File: config.mk
export PLATFORM = sky130hd
export DESIGN_NAME = dtwg_front
export DESIGN_NICKNAME = d
export VERILOG_FILES = /design/src/rtl/core/dtwg_pkg.sv /design/src/rtl/core/dtwg_front.sv
export SDC_FILE = /design/constraint.sdc
export NUM_CORES = 1
export LEC_CHECK = 0
export ABC_AREA = 1
export BUFFER_PORTS_ARGS = -buffer_cell sky130_fd_sc_hd__clkbuf_2
export CAP_MARGIN = 25
export CORE_MARGIN = 2
export CORE_UTILIZATION = 55
export DETAILED_ROUTE_END_ITERATION = 10
export GPL_ROUTABILITY_DRIVEN = 1
export PLACE_DENSITY = 0.83
export SETUP_SLACK_MARGIN = 0.02
export SLEW_MARGIN = 20
export SYNTH_ARGS = -nofsm -noshare
export SYNTH_HDL_FRONTEND = slang
export SYNTH_SLANG_ARGS = --single-unit
File: constraint.sdc
create_clock -name clk -period 8.4 [get_ports clk]
set_input_delay 1.26 -clock clk [delete_from_list [all_inputs] [get_ports clk]]
set_output_delay 1.26 -clock clk [all_outputs]
set_load 0.03 [all_outputs]
File: src/rtl/core/dtwg_pkg.sv
// Shared types, constants and tables of the depth to gray window and gamma mapper.
package dtwg_pkg;

  localparam logic [16:0] Q16_ONE     = 17'h10000;
  localparam logic [31:0] NARROW_WIDEN = 32'd66;
  localparam logic [15:0] GAMMA_UNITY = 16'd4096;
  localparam int          FIFO_DEPTH  = 2;
  localparam int          FIFO_AW     = $clog2(FIFO_DEPTH);

  typedef enum logic [1:0] {
    FUNC_CLEAR = 2'd0,
    FUNC_SCAN  = 2'd1,
    FUNC_MAP   = 2'd2,
    FUNC_NONE  = 2'd3
  } func_t;

  typedef enum logic [1:0] {
    CFG_RANGE_LOW  = 2'd0,
    CFG_RANGE_HIGH = 2'd1,
    CFG_GAMMA      = 2'd2,
    CFG_INVERT     = 2'd3
  } cfg_idx_t;

  typedef enum logic [3:0] {
    B_IDLE, B_RECIP, B_MUL, B_WIN, B_LOG, B_ESTART, B_EDIV, B_EXP, B_SCALE, B_DONE
  } back_state_t;

  // One map transaction as the back end needs it.
  typedef struct packed {
    logic signed [31:0] depth;
    logic               finite;
    logic [31:0]        lo;
    logic [31:0]        span;
    logic               need_recip;
  } map_item_t;

  typedef struct packed {
    logic [15:0] gamma;
    logic        invert;
  } back_cfg_t;

  typedef logic [30:0] fac_tab_t [16];

  function automatic logic [63:0] isqrt64(input logic [63:0] xin);
    logic [63:0] x;
    logic [63:0] res;
    logic [63:0] bitv;
    x    = xin;
    res  = 64'd0;
    bitv = 64'd1 << 62;
    while (bitv > x) bitv = bitv >> 2;
    while (bitv != 64'd0) begin
      if (x >= res + bitv) begin
        x   = x - (res + bitv);
        res = (res >> 1) + bitv;
      end else begin
        res = res >> 1;
      end
      bitv = bitv >> 2;
    end
    return res;
  endfunction

  // Factors 2^(-2^-i), i = 1..16, in Q1.30, by repeated square roots of one half.
  function automatic fac_tab_t exp_tab_build();
    fac_tab_t    tab;
    logic [63:0] s;
    s = 64'd1 << 29;
    for (int i = 0; i < 16; i++) begin
      s      = isqrt64(s << 30);
      tab[i] = s[30:0];
    end
    return tab;
  endfunction

  localparam fac_tab_t EXP_TAB = exp_tab_build();

endpackage

File: src/rtl/core/dtwg_front.sv
// Front end: configuration registers, range tracking and window setup per transaction.
module dtwg_front (
  input  logic                clk,
  input  logic                rst_n,
  input  logic                in_valid,
  output logic                in_stall,
  input  logic [1:0]          in_func,
  input  logic signed [31:0]  in_depth,
  input  logic                in_finite,
  input  logic                cfg_valid,
  input  logic [1:0]          cfg_index,
  input  logic [31:0]         cfg_data,
  input  logic                q_full,
  output logic                q_push,
  output dtwg_pkg::map_item_t q_data,
  output dtwg_pkg::back_cfg_t bcfg
);
  import dtwg_pkg::*;

  logic signed [31:0] range_low_r, range_high_r;
  logic [15:0]        gamma_r;
  logic               invert_r;
  logic signed [31:0] seen_min_r, seen_max_r;
  logic               seen_any_r;
  logic               recip_ok_r, recip_ok_nxt;

  logic               accept;
  logic [31:0]        lo, hi;
  logic [32:0]        hi_minus_lo;
  logic [31:0]        span;

  assign in_stall = q_full;
  assign accept   = in_valid && !in_stall;
  assign q_push   = accept && (func_t'(in_func) == FUNC_MAP);
  assign bcfg     = '{gamma: gamma_r, invert: invert_r};

  // All bounds in use are non-negative, so plain unsigned compares serve.
  always_comb begin
    lo = !range_low_r[31] ? range_low_r : (seen_any_r ? seen_min_r : 32'd0);
    hi = !range_high_r[31] ? range_high_r : (seen_any_r ? seen_max_r : 32'(Q16_ONE));
    hi_minus_lo = {1'b0, hi} - {1'b0, lo};
    span = (hi <= lo) ? NARROW_WIDEN : hi_minus_lo[31:0];
  end

  // The cached reciprocal stays good across map and func 3 transactions; clear, scan and register writes drop it.
  always_comb begin
    recip_ok_nxt = recip_ok_r;
    if (accept) begin
      case (func_t'(in_func))
        FUNC_CLEAR, FUNC_SCAN: recip_ok_nxt = 1'b0;
        FUNC_MAP:              recip_ok_nxt = 1'b1;
        default:               ;
      endcase
    end
    if (cfg_valid) begin
      recip_ok_nxt = 1'b0;
    end
  end

  assign q_data = '{depth: in_depth, finite: in_finite, lo: lo, span: span,
                    need_recip: !recip_ok_r};

  always_ff @(posedge clk) begin
    if (!rst_n) begin
      range_low_r  <= -32'sd65536;
      range_high_r <= -32'sd65536;
      gamma_r      <= GAMMA_UNITY;
      invert_r     <= 1'b0;
      seen_min_r   <= 32'sh7FFF_FFFF;
      seen_max_r   <= 32'sh8000_0000;
      seen_any_r   <= 1'b0;
      recip_ok_r   <= 1'b0;
    end else begin
      recip_ok_r <= recip_ok_nxt;
      if (cfg_valid) begin
        case (cfg_idx_t'(cfg_index))
          CFG_RANGE_LOW:  range_low_r  <= cfg_data;
          CFG_RANGE_HIGH: range_high_r <= cfg_data;
          CFG_GAMMA:      gamma_r      <= cfg_data[15:0];
          CFG_INVERT:     invert_r     <= cfg_data[0];
          default:        invert_r     <= invert_r;
        endcase
      end
      if (accept) begin
        case (func_t'(in_func))
          FUNC_CLEAR: begin
            seen_min_r <= 32'sh7FFF_FFFF;
            seen_max_r <= 32'sh8000_0000;
            seen_any_r <= 1'b0;
          end
          FUNC_SCAN: begin
            if (in_finite && in_depth > 0) begin
              if (in_depth < seen_min_r) seen_min_r <= in_depth;
              if (in_depth > seen_max_r) seen_max_r <= in_depth;
              seen_any_r <= 1'b1;
            end
          end
          default: ;
        endcase
      end
    end
  end

endmodule

==> results.yml <==
sta:
  skew_ns: 0.0125
  rsz0062_at_grt: "false"
  final.setup.tns_ns: 0
  finalSetupViolations: 0
  tightest_slew_ns: 1.02
  drv_slew: 0
  hold_violations: 0
  period_share: 0.701
  min_period_ns: 5.89
  max-slew-margin-rel: 0.316
  fmax_mhz: 170
power_and_ir_drop:
  switching_share: 0.359
  p_seq_frac: 0.337
  p_int_w: 0.00141
  p_switching_w: 0.000793
  power_w: 0.00221
  ir_worst_vdd_mv: 0.141
  p_per_area_nw_per_um2: 185
  power.combinational.fraction: 0.295
  pwr-share-clk: 0.368
  p_leak_nw: 6.51
outcome:
  outcome: "finished, final reports clean"
route:
  drt-initial-drc-count: 879
  vias: 10953
  ant_nets: 0
  drt-pass1-iter-count: 5
  wl_um: 32600
  wl_per_cell_um: 16.4
  routed_via_density: 5.52
  post-route-drc-count: 0
worst_setup_path:
  worstSetupPathDepth: 19
  endpoint_kind: "primary output"
  rr_worst_depth: 14
  path_common_cell: "nand2_1"
  r2r_setup_slack_ns: 5.59
  critical_path_required_ns: 7.14
  crit_chain: "buf_16 -> nand2_1 -> buf_8 -> o22ai_1 -> inv_1 -> ha_1 -> nand2_1 -> nor2_2 -> inv_1 -> nor2_1 -> inv_1 -> o21ai_2 -> nand2_1 -> nand2_1 -> nand3_1 -> nand2_2 -> nand2_4 -> or2_1 -> clkbuf_2"
  crit_fanout: 31
  cp-start-kind: "flop"
  timing.rr.start: "seen_max_r[7]"
  arrival_ns: 4.63
  critPathTopFamily: "simple AND/OR/NAND/NOR gates"
  r2r_end: "seen_max_r[1]"
  path_class: "flop to primary output"
  worst-path-buf-inv: 6
  critPathSlowestCell: "dfxtp_1"
  crit_path_end: "q_data[2]"
  cpPeakStageDelay_ns: 0.75
  worstSetupStartpoint: "range_low_r[31]"
yosys:
  netlist_instances: 1623
  synth_edf_count: 0
  netlist_area_um2: 10400
  yosys-top-cells-area: "dfxtp_1 28%, ha_1 11%, nand2_1 11%"
  async_flop_share: 0
  yosysMostFrequentCell: "nand2_1"
  synth_common_cells: "305 x nand2_1, 231 x inv_1, 226 x nor2_1"
  synth.net_count: 1793
  synth_ff_type: "dfxtp_1"
  avgSynthCellArea_um2: 6.43
  yosysWarnings: 0
  ys_ff_latch: 147
  synth_cell_type_count: 42
  netlist.area_leader.share: 0.282
  yosysTopAreaCell: "dfxtp_1"
  ys_seq_area_frac: 0.282
global_route:
  grt_pass1_wl_um: 50800
  grt-ovfl-total: 0
  grt_pass1_vias: 10256
  grt_usage: 0.319
  grt_max_degree: 86
  antenna_found_initial: 0
floorplanning:
  die_w_um: 142
  boundaryPins: 191
  start_util: 0.560
  fp.dieArea_um2: 20100
  core_um2: 18600
  die_h_um: 142
  fp-row-count: 50
clock_network:
  cts.sinks: 147
  cts.repair.resized: 0
  path_clk_slew_ns: 0.06
  cts_max_level: 4
  cts_tree: "built"
  clock_latency_ns: 0.43
  cts_root_buffer: "clkbuf_16"
  cts_max_path_buffers: 2
  hold_buffers: 0
  postCtsSetupBuffers: 0
  cts_buffers: 17
cells_and_area:
  syn_to_final_growth_pct: 14.2
  fin_area_um2: 11900
  diodes: 0
  drive_gt1_frac: 0.144
  final_cells: 1986
  finalNetCount: 1909
  fill_cells: 1717
  utilization: 0.639
placed_design:
  place.gp.congestion: 0.971
  port_buffers: 190
  placed_cells: 1950
  dp_hpwl_um: 24400
  place_area_um2: 11200
worst_hold_path:
  hold_path.class: "flop to flop"
  hold_start: "seen_min_r[31]"
flow_run:
  maxCapViolCount: 0
[power groups by stage]
| stage | sequential (W) | combinational (W) | clock [W] |
|---|---|---|---|
| 6_report | 0.000743 | 0.000652 | 0.000812 |
| 5_1_grt | 0.000746 | 0.000715 | 0.000847 |
| 4_1_cts | 0.000743 | 0.000645 | 0.000816 |
| 3_5_place_dp | 0.000758 | 0.000640 | 0 |
| 2_1_floorplan | 0.000762 | 0.000471 | 0 |
| 3_3_place_gp | 0.000758 | 0.000631 | 0 |
[tightest hold or removal path: cells and delay by family (launching register included)]
family | cells | cell delay [ns]
DFF | 1 | 0.31
and+or+nand+nor | 2 | 0.09
[worst min path at each step]
| stage | endpoint | slack (ns) | depth (start not counted) |
|---|---|---|---|
| floorplan | seen_min_r[31] | 0.42 | 2 |
| global placement | seen_min_r[31] | 0.43 | 2 |
| detailed placement | seen_min_r[31] | 0.43 | 2 |
| finish | seen_min_r[31] | 0.45 | 2 |
| global route | seen_min_r[31] | 0.46 | 2 |
| CTS | seen_min_r[31] | 0.44 | 2 |
[through the flow]
step           setup slack, ns  hold WS, ns
5_1_grt                   2.16        0.461
6_report                  2.51        0.447
2_1_floorplan             3.71        0.419
3_3_place_gp              2.29        0.428
3_5_place_dp              3.01        0.430
4_1_cts                   2.54        0.441
[flip-flops by register name, indices dropped and copies added, names as in the netlist]
name / flops
gamma_r: 16
seen_any_r: 1
recip_ok_r: 1
range_high_r: 32
seen_min_r: 32
seen_max_r: 32
range_low_r: 32
invert_r: 1
[cell families (layout without fill, tap and decap cells)]
family          after synthesis  in the layout  synth area share
simple gates                706            706             0.280
compound gates              308            308             0.162
buf+inv                     340            469             0.138
xor+xnor                     26             26            0.0218
fa+ha+maj                    96             96             0.116
flops                       147            147             0.282
[layout make-up]
| cell class | count | area, µm² | share of cell area |
|---|---|---|---|
| Multi-Input combinational cell | 1136 | 6060 | 0.508 |
| Sequential cell | 147 | 2940 | 0.247 |
| Timing Repair Buffer | 205 | 1130 | 0.0947 |
| Inverter | 232 | 871 | 0.0731 |
| Clock buffer | 19 | 453 | 0.0380 |
| Tap cell | 234 | 293 | 0.0246 |
| Clock inverter | 13 | 173 | 0.0145 |
[layout by cell type, fill, tap and decap left out, types with 9 or more instances in the layout]
cell	instances
a21oi_1	125
o22ai_1	31
xor2_1	11
o21ai_0	107
o211ai_1	19
nand4_1	9
inv_1	230
buf_4	10
dfxtp_1	147
xnor2_1	15
nor2_1	224
nand3_1	137
ha_1	95
nand2_1	305
clkbuf_16	17
clkbuf_2	189
[layer usage]
layer  track usage  up-vias  wire (µm)
met2         0.552      493      15400
met5             0        -          0
met3        0.0462       93       2190
met4         0.179        0       1830
li1              -     5458          -
met1         0.378     4909      13100
(Power assumes the default switching activity.)
