--- config.mk ---
export PLATFORM = sky130hd
export DESIGN_NAME = dtwg_fifo
export DESIGN_NICKNAME = d
export VERILOG_FILES = /design/src/rtl/core/dtwg_pkg.sv /design/src/rtl/core/dtwg_fifo.sv
export SDC_FILE = /design/constraint.sdc
export NUM_CORES = 1
export LEC_CHECK = 0
export BUFFER_PORTS_ARGS = -buffer_cell sky130_fd_sc_hd__buf_2
export CORE_UTILIZATION = 56
export DETAILED_ROUTE_END_ITERATION = 8
export PLACE_DENSITY = 0.85
export SYNTH_ARGS = -nofsm -noshare
export SYNTH_HDL_FRONTEND = slang
export SYNTH_SLANG_ARGS = --single-unit
--- constraint.sdc ---
create_clock -name clk -period 15 [get_ports clk]
set_clock_uncertainty 0.15 [all_clocks]
set_input_delay 0.75 -clock clk [delete_from_list [all_inputs] [get_ports clk]]
set_output_delay 0.75 -clock clk [all_outputs]
set_load 0.01 [all_outputs]
--- src/rtl/core/dtwg_pkg.sv ---
// Shared types, constants and tables of the depth to gray window and gamma mapper.
package dtwg_pkg;

  localparam logic [16:0] Q16_ONE     = 17'h10000;
  localparam logic [31:0] NARROW_WIDEN = 32'd66;
  localparam logic [15:0] GAMMA_UNITY = 16'd4096;
  localparam int          FIFO_DEPTH  = 2;
  localparam int          FIFO_AW     = $clog2(FIFO_DEPTH);

  typedef enum logic [1:0] {
    FUNC_CLEAR = 2'd0,
    FUNC_SCAN  = 2'd1,
    FUNC_MAP   = 2'd2,
    FUNC_NONE  = 2'd3
  } func_t;

  typedef enum logic [1:0] {
    CFG_RANGE_LOW  = 2'd0,
    CFG_RANGE_HIGH = 2'd1,
    CFG_GAMMA      = 2'd2,
    CFG_INVERT     = 2'd3
  } cfg_idx_t;

  typedef enum logic [3:0] {
    B_IDLE, B_RECIP, B_MUL, B_WIN, B_LOG, B_ESTART, B_EDIV, B_EXP, B_SCALE, B_DONE
  } back_state_t;

  // One map transaction as the back end needs it.
  typedef struct packed {
    logic signed [31:0] depth;
    logic               finite;
    logic [31:0]        lo;
    logic [31:0]        span;
    logic               need_recip;
  } map_item_t;

  typedef struct packed {
    logic [15:0] gamma;
    logic        invert;
  } back_cfg_t;

  typedef logic [30:0] fac_tab_t [16];

  function automatic logic [63:0] isqrt64(input logic [63:0] xin);
    logic [63:0] x;
    logic [63:0] res;
    logic [63:0] bitv;
    x    = xin;
    res  = 64'd0;
    bitv = 64'd1 << 62;
    while (bitv > x) bitv = bitv >> 2;
    while (bitv != 64'd0) begin
      if (x >= res + bitv) begin
        x   = x - (res + bitv);
        res = (res >> 1) + bitv;
      end else begin
        res = res >> 1;
      end
      bitv = bitv >> 2;
    end
    return res;
  endfunction

  // Factors 2^(-2^-i), i = 1..16, in Q1.30, by repeated square roots of one half.
  function automatic fac_tab_t exp_tab_build();
    fac_tab_t    tab;
    logic [63:0] s;
    s = 64'd1 << 29;
    for (int i = 0; i < 16; i++) begin
      s      = isqrt64(s << 30);
      tab[i] = s[30:0];
    end
    return tab;
  endfunction

  localparam fac_tab_t EXP_TAB = exp_tab_build();

endpackage

--- src/rtl/core/dtwg_fifo.sv ---
// Short queue of map transactions between the front and the back end.
module dtwg_fifo (
  input  logic                clk,
  input  logic                rst_n,
  input  logic                push,
  input  dtwg_pkg::map_item_t push_data,
  input  logic                pop,
  output dtwg_pkg::map_item_t pop_data,
  output logic                full,
  output logic                empty
);
  import dtwg_pkg::*;

  map_item_t          mem [FIFO_DEPTH];
  logic [FIFO_AW-1:0] wr_ptr_r, wr_ptr_nxt;
  logic [FIFO_AW-1:0] rd_ptr_r, rd_ptr_nxt;
  logic [FIFO_AW:0]   count_r, count_nxt;

  assign full     = (count_r == (FIFO_AW+1)'(FIFO_DEPTH));
  assign empty    = (count_r == '0);
  assign pop_data = mem[rd_ptr_r];

  always_comb begin
    wr_ptr_nxt = wr_ptr_r;
    rd_ptr_nxt = rd_ptr_r;
    count_nxt  = count_r;
    if (push && !full) begin
      wr_ptr_nxt = (wr_ptr_r == FIFO_AW'(FIFO_DEPTH - 1)) ? '0 : wr_ptr_r + 1'b1;
    end
    if (pop && !empty) begin
      rd_ptr_nxt = (rd_ptr_r == FIFO_AW'(FIFO_DEPTH - 1)) ? '0 : rd_ptr_r + 1'b1;
    end
    if ((push && !full) && !(pop && !empty)) begin
      count_nxt = count_r + 1'b1;
    end else if (!(push && !full) && (pop && !empty)) begin
      count_nxt = count_r - 1'b1;
    end
  end

  always_ff @(posedge clk) begin
    if (!rst_n) begin
      wr_ptr_r <= '0;
      rd_ptr_r <= '0;
      count_r  <= '0;
    end else begin
      wr_ptr_r <= wr_ptr_nxt;
      rd_ptr_r <= rd_ptr_nxt;
      count_r  <= count_nxt;
    end
  end

  always_ff @(posedge clk) begin
    if (push && !full) begin
      mem[wr_ptr_r] <= push_data;
    end
  end

endmodule

==> results.toml, run 1 <==
[final_layout]
syn2layout_area_growth_pct = 25.66
insertedDiodeCount = 0
final_layout_size_suffix_gt1_frac = 0.6018
finalNonFillerCells = 732
design.final.nets = 650
layout.cell_area.non_filler_um2 = 9271

[clocking]
cts.sinks = 201
tritoncts.num_buffers = 21
cts-htree-levels = 1
clock_latency_ns = 0.47
cts_buffer_depth = 3
clkTransAtPathRegs_ns = 0.06
cts_hold_buffers = 0
cts_tree = "done"
root_buffer = "sky130_fd_sc_hd__clkbuf_16"
cts_resized = 0
post_cts_setup_buffers = 0

[power]
pwr-share-comb = 0.225
power-per-cell-area_nw_per_um2 = 175.7
sw_frac_of_total = 0.2551
peakVddDrop_v = 0.0001350
switching_power_mw = 0.4156
power.clock.fraction = 0.321
report.power.total_mw = 1.629
cellLeakagePower_nw = 3.514
power.sequential.fraction = 0.454
internal_power_mw = 1.213

[worst_setup_path]
worst-r2r-cell-count = 3
crit_path_end_kind = "primary output"
worstPathRequired_ns = 14.10
timing_worst_setup_path_type = "reg -> out"
cp-start-kind = "flip-flop"
r2r_end = "mem[1][56]"
worstReg2RegStart = "count_r[0]"
regToRegSetupSlack_ns = 12.52
worst-endpoint-arrival_ns = 2.55
cp_max_fo = 61

[sta]
timing_max_transition_violations_final = 0
rsz0062_at_grt = "no"
relSlewSlack = 0.4171
final.setup.tns_ns = 0
timing.final.crit_period_ns = 3.449
fin_hold_ws_ns = 0.3110
fmax_ghz = 0.2899
period_utilization_post_route = 0.2299
tightestPinTransition_ns = 0.8743
finalHoldViolations = 0
finalSetupViolations = 0

[floorplan]
initial_core_util = 0.5800
io_pins = 202
die_y_um = 116.8
die_x_um = 116.8
placement_rows = 41
die-area_um2 = 13640
fp.coreArea_um2 = 12720

[synth]
synthesis.instances = 330
number_of_nets_produced_by_synthesis = 433
synth-seq-area-share = 0.8113
asyncSetResetFlopFracSynth = 0
syn-cell-area_um2 = 7378
synth_top_cells_by_area = "sky130_fd_sc_hd__edfxtp_1 80%, sky130_fd_sc_hd__mux2_2 12%, sky130_fd_sc_hd__mux2_4 4.1%"
synth.avg_cell_area_um2 = 22.36
synth-seq-cells = 201
synth_top_area_cell = "sky130_fd_sc_hd__edfxtp_1"
number_of_distinct_standard_cells_referenced_by_the_synthesized_netlist = 22
post-synth-top-area-fraction = 0.7977
yosys_warnings = 0
synthFlopType = "sky130_fd_sc_hd__edfxtp_1"
number_of_enable_flip_flop_cells_after_synthesis = 196

[placement]
finalWeightedCongestion = 0.6609
port_buffers = 201
cell_total_after_placement = 696
dpl-instance-area_um2 = 8564
hpwl_after_dpl_um = 8418

[route]
wirelength_um = 12970
drtAntennaViolNets = 0
via_per_instance_ratio = 5.123
post-route-drc-count = 0
detailedRoute.firstPassIterationCount = 4
drt_iter0_drc = 205
route.vias.total = 3750
detail_route.wl_per_cell_um = 17.72

[global_routing]
number_of_antenna_violations_at_the_first_check_in_global_routing = 0
gr-usage-all-layers = 0.1864
grt_first_pass_wirelength_um = 19020
grt_pass1_vias = 3854
globalRoute.totalOverflow = 0
grt_start_max_net_pins = 66

[outcome]
run_status = "finished clean"

[min_path]
hold_depth = 1
worst_hold_path.endpoint = "mem[1][2]"
worstHoldStart = "push_data[2]"
hold_class = "in -> reg"

[job]
drv_cap = 0
final cells by class:
class                   instances  area (µm²)
repair buffers                205        1036
clock inverters                12       170.2
fillers                       810        3451
well taps                     172       215.2
inverters                       2       7.507
flip-flops and latches        201        5989
clock buffers                  24       536.8
multi-input cells             116        1316
cell usage in the layout (no fill, tap or decap), drive strengths merged, types with 2 or more instances in the layout:
cell,instances
a21boi,2
and2,3
buf,205
bufinv,4
clkbuf,24
clkinv,7
dfxtp,5
edfxtp,196
inv,2
mux2,98
nor2,2
o21ai,2
xnor2,2
stage by stage:
| stage | util | worst slack (ns) |
|---|---|---|
| final | 0.7288 | 11.55 |
| after CTS | 0.7288 | 11.49 |
| after detailed placement | 0.6732 | 12.01 |
| after global placement | 0.6732 | 12.01 |
| after global routing | 0.7288 | 11.39 |
| after floorplan | - | 9.685 |
metal layers:
layer / wire, µm / part of all wire / track usage / vias up
met5: 0 / 0 / 0 / -
met4: 228 / 0.018 / 0.04895 / 0
met3: 1022 / 0.079 / 0.05098 / 20
met2: 6813 / 0.53 / 0.3452 / 153
met1: 4904 / 0.38 / 0.2131 / 1840
li1: - / - / - / 1737
state kept, by name, summed over array words and instances (netlist names), named ones only:
signal / count
mem: 196
rd_ptr_r: 1
count_r: 2
wr_ptr_r: 1
power by group through the flow:
stage / combinational (mW) / sequential, mW / clock [mW]
floorplan: 0.256 / 0.739 / 0
global placement: 0.363 / 0.747 / 0
detailed placement: 0.371 / 0.753 / 0
CTS: 0.374 / 0.742 / 0.532
global route: 0.398 / 0.750 / 0.550
finish: 0.366 / 0.740 / 0.523
logic make-up after synthesis:
family | after synthesis | synth area share
and+or+nand+nor | 9 | 0.007464
muxes | 98 | 0.1597
AOI/OAI and AO/OA | 5 | 0.004409
buffers and inverters | 13 | 0.01187
adders and majority gates | 1 | 0.001696
xor gates and xnor gates | 3 | 0.003562
DFF | 201 | 0.8113
synthesized netlist by cell type, types with 2 or more instances:
master,count
sky130_fd_sc_hd__edfxtp_1,196
sky130_fd_sc_hd__dfxtp_1,5
sky130_fd_sc_hd__xnor2_1,2
sky130_fd_sc_hd__and2_1,3
sky130_fd_sc_hd__mux2_4,20
sky130_fd_sc_hd__buf_2,7
sky130_fd_sc_hd__mux2_2,78
sky130_fd_sc_hd__buf_6,4
sky130_fd_sc_hd__nor2_1,2
critical path, cell delays in order (launching register included):
cell and delay (ns):
sky130_fd_sc_hd__dfxtp_4 0.68, sky130_fd_sc_hd__buf_4 0.75, sky130_fd_sc_hd__mux2_2 0.43, sky130_fd_sc_hd__buf_2 0.14
worst max path at each step:
stage / to / slack [ns] / cells after the start
floorplan: mem[0][0] / 9.68 / 2
global placement: pop_data[35] / 12.01 / 3
detailed placement: pop_data[4] / 12.01 / 3
CTS: pop_data[43] / 11.49 / 3
global route: pop_data[4] / 11.39 / 3
finish: pop_data[4] / 11.55 / 3
No activity file was read; power rests on OpenSTA's default activity.
==> run 2: changes to the inputs <==
--- a/config.mk
+++ b/config.mk
@@ -6,9 +6,9 @@
 export NUM_CORES = 1
 export LEC_CHECK = 0
 export BUFFER_PORTS_ARGS = -buffer_cell sky130_fd_sc_hd__buf_2
-export CORE_UTILIZATION = 56
+export CORE_UTILIZATION = 52
 export DETAILED_ROUTE_END_ITERATION = 8
-export PLACE_DENSITY = 0.85
+export PLACE_DENSITY = 0.79
 export SYNTH_ARGS = -nofsm -noshare
 export SYNTH_HDL_FRONTEND = slang
 export SYNTH_SLANG_ARGS = --single-unit
==> constraint.sdc (replaced) <==
create_clock -name clk -period 3.35 [get_ports clk]
set_clock_uncertainty 0.15 [all_clocks]
set_input_delay 0.1675 -clock clk [delete_from_list [all_inputs] [get_ports clk]]
set_output_delay 0.1675 -clock clk [all_outputs]
set_load 0.01 [all_outputs]
==> run 2 against run 1 <==
Compared with the run above: critical path depth unchanged; sequential power grew to 4.5 times the previous value; setup slack worse by 11 ns; largest cell class unchanged; non-clock buffer count grew 101; core utilization grew 1.5 points; via count grew 11%.
==> results.toml, run 2 (synthesis results as in run 1) <==
[worst_setup_path]
regToRegSetupSlack_ns = 1.05
crit_path_end_kind = "primary output"
critPathBufInv = 2
worst-endpoint-arrival_ns = 2.08
cp_max_fo = 30
timing_worst_setup_path_type = "reg -> out"
timing.critical_path.cells = "buf_4 > mux2_2 > buf_2"
worstPathRequired_ns = 3.03
cp-start-kind = "flip-flop"
cp_slowest_stage_delay_ns = 0.62
timing.critical_path.slowest_stage_cell = "sky130_fd_sc_hd__dfxtp_4"
cp_top_family = "flip-flops"

[sta]
finalSetupViolations = 0
period_utilization_post_route = 0.7145
timing.final.crit_period_ns = 2.394
rsz0062_at_grt = "no"
layout_setup_ws_ns = 0.9564
timing_max_transition_violations_final = 0
finalHoldViolations = 0
tightestPinTransition_ns = 0.7121
relSlewSlack = 0.5253
fmax_ghz = 0.4178

[final_layout]
layout_commonest_cell = "sky130_fd_sc_hd__buf_2"
reg.largest.list = "mem (196), count_r (2)"
largest_register_ff_count = 196
syn2layout_area_growth_pct = 39.92
final_layout_size_suffix_gt1_frac = 0.5189
finished_core_util = 0.7437
final.fill_count = 811
insertedDiodeCount = 0
design.final.nets = 750
finalNonFillerCells = 841
registers.top_by_ff_count = "mem"
layout_common_cells = "201 x sky130_fd_sc_hd__buf_2, 196 x sky130_fd_sc_hd__edfxtp_1, 100 x sky130_fd_sc_hd__dlygate4sd3_1"

[power]
cellLeakagePower_nw = 3.930
power-per-cell-area_nw_per_um2 = 721.9
peakVddDrop_v = 0.0004905

[min_path]
hold_class = "in -> reg"

[outcome]
run_status = "finished clean"

[floorplan]
fp.coreArea_um2 = 13880
die-area_um2 = 14670
initial_core_util = 0.5315
io_pins = 202
placement_rows = 43
die_x_um = 121.1
die_y_um = 121.1

[clocking]
cts_resized = 0
cts_buffer_depth = 3
clock_latency_ns = 0.48
post_cts_setup_buffers = 0
clkTransAtPathRegs_ns = 0.07
cts_hold_buffers = 100
cts.sinks = 201
cts-htree-levels = 1
cts_tree = "done"
tritoncts.num_buffers = 20
root_buffer = "sky130_fd_sc_hd__clkbuf_16"

[global_routing]
gr-usage-all-layers = 0.2028
grt_start_max_net_pins = 51
number_of_antenna_violations_at_the_first_check_in_global_routing = 0
grt_pass1_vias = 4448
globalRoute.totalOverflow = 0
grt_first_pass_wirelength_um = 22380

[route]
wirelength_um = 14960
drtAntennaViolNets = 0
detail_route.wl_per_cell_um = 17.79
route.vias.total = 4178
post-route-drc-count = 0
via_per_instance_ratio = 4.968
detailedRoute.firstPassIterationCount = 4
drt_iter0_drc = 265

[job]
drv_cap = 0

[placement]
port_buffers = 201
finalWeightedCongestion = 0.7409
pre_cts_setup_slack_ns = 1.268
cell_total_after_placement = 705
hpwl_after_dpl_um = 7982
==> run 2: cell types whose count changed in the layout (fill, tap and decap cells not counted), moves of 2 or more <==
cell	delta
sky130_fd_sc_hd__buf_12	+2
sky130_fd_sc_hd__clkbuf_1	-2
sky130_fd_sc_hd__clkbuf_8	+2
sky130_fd_sc_hd__clkinv_2	-2
sky130_fd_sc_hd__clkinvlp_4	+5
sky130_fd_sc_hd__dlygate4sd3_1	+100
==> run 2: area by class of cell <==
type / count / area [µm²] / area share
timing repair buffer: 306 / 2069 / 0.2005
sequential: 201 / 5991 / 0.5803
tap: 180 / 225.2 / 0.02182
multi-input combinational: 116 / 1324 / 0.1282
inverter: 2 / 10.01 / 0.0009696
clock buffer: 24 / 556.8 / 0.05393
clock inverter: 12 / 147.6 / 0.01430
==> run 2: metrics by stage <==
step	power (mW)	TNS [ns]	hold WS, ns	instance area, µm²
final	7.453	0	0.02965	10320
after global routing	7.753	0	0.05067	10320
after CTS	7.480	0	0.001340	10320
after detailed placement	5.067	0	0.2086	8618
after global placement	5.010	0	0.2063	8618
after floorplan	4.453	-15.01	0.1164	7397
==> run 2: worst paths after layout <==
path | to | start | cells after the start
worst max register to register | wr_ptr_r | count_r[0] | 6
worst min register to register | flip-flop | rd_ptr_r | 2
worst max-delay path | pop_data[0] | flip-flop | 3
worst min-delay path | rd_ptr_r | pop | 4
==> run 2: report_power, final <==
group	total (mW)	switching, mW	internal [mW]	leakage, nW
Sequential	3.31	0.141	3.16	1.87
Clock	2.33	0.907	1.42	0.325
Combinational	1.82	0.906	0.911	1.73
==> run 2: routing by layer <==
layer  global-route usage  wire, µm  share of wire  up-vias
met5                    0         0              0        -
met4              0.07948       410          0.027        0
met3              0.05263      1006          0.067       37
met2               0.3643      7827           0.52      173
met1               0.2299      5716           0.38     2021
li1                     -         -              -     1947
==> run 2: worst reg2reg max path, cell delays in order, from the launching register on <==
cell and delay, ns:
sky130_fd_sc_hd__dfxtp_2 0.38, sky130_fd_sc_hd__nand2b_4 0.16, sky130_fd_sc_hd__inv_4 0.05, sky130_fd_sc_hd__nor3_4 0.16
sky130_fd_sc_hd__buf_4 0.56, sky130_fd_sc_hd__o21a_1 0.23, sky130_fd_sc_hd__dlygate4sd3_1 0.55
==> run 3: changes to the inputs <==
==> constraint.sdc (replaced) <==
create_clock -name clk -period 2.5 [get_ports clk]
set_clock_uncertainty 0.15 [all_clocks]
set_input_delay 0.125 -clock clk [delete_from_list [all_inputs] [get_ports clk]]
set_output_delay 0.125 -clock clk [all_outputs]
set_load 0.01 [all_outputs]
==> run 3 against run 2 <==
Compared with the run above: clock power is 17% higher; total power is 30% higher; cell area hardly changed; critical endpoint is now pop_data[17]; largest cell class unchanged.
==> results.toml, run 3 (synthesis results as in run 1) <==
[clocking]
tritoncts.num_buffers = 20
cts_hold_buffers = 101
root_buffer = "sky130_fd_sc_hd__clkbuf_16"
cts_tree = "done"
clock_latency_ns = 0.48
cts_buffer_depth = 3
cts.sinks = 201
post_cts_setup_buffers = 0
clkTransAtPathRegs_ns = 0.06
cts-htree-levels = 1
cts_resized = 0

[power]
report.power.total_mw = 9.658
power-per-cell-area_nw_per_um2 = 935.9
cellLeakagePower_nw = 3.946
peakVddDrop_v = 0.0006742

[worst_setup_path]
setup.worst_path.end = "pop_data[17]"
cp-start-kind = "flip-flop"
worstPathRequired_ns = 2.23
worstReg2RegStart = "count_r[0]"
r2r_end = "wr_ptr_r"
timing_worst_setup_path_type = "reg -> out"
regToRegSetupSlack_ns = 0.38
crit_path_end_kind = "primary output"
worst-r2r-cell-count = 5
cp_max_fo = 45
worst-endpoint-arrival_ns = 1.90

[route]
drt_iter0_drc = 240
wirelength_um = 14200
via_per_instance_ratio = 4.970
detailedRoute.firstPassIterationCount = 4
post-route-drc-count = 0
detail_route.wl_per_cell_um = 16.80
drtAntennaViolNets = 0
route.vias.total = 4200

[global_routing]
grt_first_pass_wirelength_um = 21690
grt_pass1_vias = 4502
number_of_antenna_violations_at_the_first_check_in_global_routing = 0
gr-usage-all-layers = 0.1931
globalRoute.totalOverflow = 0
grt_start_max_net_pins = 99

[sta]
timing.final.crit_period_ns = 2.179
period_utilization_post_route = 0.8715
fin_hold_ws_ns = 0.01727
tightestPinTransition_ns = 0.6944
rsz0062_at_grt = "no"
final.setup.tns_ns = 0
fmax_ghz = 0.4590
finalSetupViolations = 0
timing_max_transition_violations_final = 0
relSlewSlack = 0.5356
finalHoldViolations = 0

[floorplan]
die_x_um = 121.1
io_pins = 202
initial_core_util = 0.5315
die-area_um2 = 14670
die_y_um = 121.1
placement_rows = 43
fp.coreArea_um2 = 13880

[min_path]
hold_class = "in -> reg"

[placement]
port_buffers = 201
cell_total_after_placement = 710
hpwl_after_dpl_um = 8245
finalWeightedCongestion = 0.7479

[final_layout]
final_layout_size_suffix_gt1_frac = 0.5098
insertedDiodeCount = 0
layout_common_cells = "201 x sky130_fd_sc_hd__buf_2, 196 x sky130_fd_sc_hd__edfxtp_1, 101 x sky130_fd_sc_hd__dlygate4sd3_1"
largest_register_ff_count = 196
syn2layout_area_growth_pct = 39.87
reg.largest.list = "mem (196), count_r (2)"
layout_commonest_cell = "sky130_fd_sc_hd__buf_2"
finished_core_util = 0.7435
design.final.nets = 756
finalNonFillerCells = 845
registers.top_by_ff_count = "mem"

[job]
drv_cap = 0

[outcome]
run_status = "finished clean"
==> run 3: cell count changes in the layout (fill, tap and decap cells not counted) <==
cell | before | now
sky130_fd_sc_hd__buf_4 | 3 | 4
sky130_fd_sc_hd__clkbuf_8 | 2 | 0
sky130_fd_sc_hd__clkbuf_1 | 1 | 2
sky130_fd_sc_hd__buf_12 | 2 | 6
sky130_fd_sc_hd__dlygate4sd3_1 | 100 | 101
sky130_fd_sc_hd__clkinv_1 | 2 | 8
sky130_fd_sc_hd__clkinv_2 | 1 | 2
sky130_fd_sc_hd__clkinvlp_4 | 6 | 0
sky130_fd_sc_hd__bufinv_16 | 3 | 1
==> run 3: metrics by stage <==
step | setup WS [ns] | instance area [µm²]
floorplan | -1.002 | 7397
global placement | 0.5853 | 8706
detailed placement | 0.5586 | 8706
CTS | 0.3065 | 10320
global route | 0.2305 | 10320
finish | 0.3212 | 10320
==> run 3: power by group <==
part	internal [mW]	switching [mW]	leakage, nW
clock network	1.61	1.12	0.296
logic	1.30	1.27	1.78
registers	4.24	0.123	1.87
total	7.14	2.51	3.95
==> run 3: per-layer routing <==
layer  wire (µm)  vias to the layer above  GRT usage
li1            -                     1951          -
met1        5355                     2066     0.2118
met2        7592                      148     0.3614
met3         870                       35    0.04699
met4         380                        0    0.06559
met5           0                        -          0
==> run 3: final cells by class <==
type / count / area [µm²]
Inverter: 2 / 10.01
Fill cell: 797 / 3561
Tap cell: 180 / 225.2
Clock inverter: 11 / 70.07
Multi-Input combinational cell: 116 / 1324
Timing Repair Buffer: 312 / 2167
Clock buffer: 23 / 533.0
Sequential cell: 201 / 5991
==> run 3: how the worst min path moves through the flow <==
stage	startpoint	to	slack [ns]	cells after the start
floorplan	push_data[0]	mem[0][0]	0.07	0
global placement	push_data[17]	mem[0][17]	0.16	1
detailed placement	push_data[14]	mem[0][14]	0.17	1
CTS	push	mem[0][23]	0.01	3
global route	push	mem[0][23]	0.04	3
finish	push	mem[0][23]	0.02	3
==> run 3: critical path, cell delays in order, from the launching register on <==
cell,delay (ns)
sky130_fd_sc_hd__dfxtp_4,0.35
sky130_fd_sc_hd__buf_4,0.48
sky130_fd_sc_hd__mux2_2,0.42
sky130_fd_sc_hd__buf_2,0.15
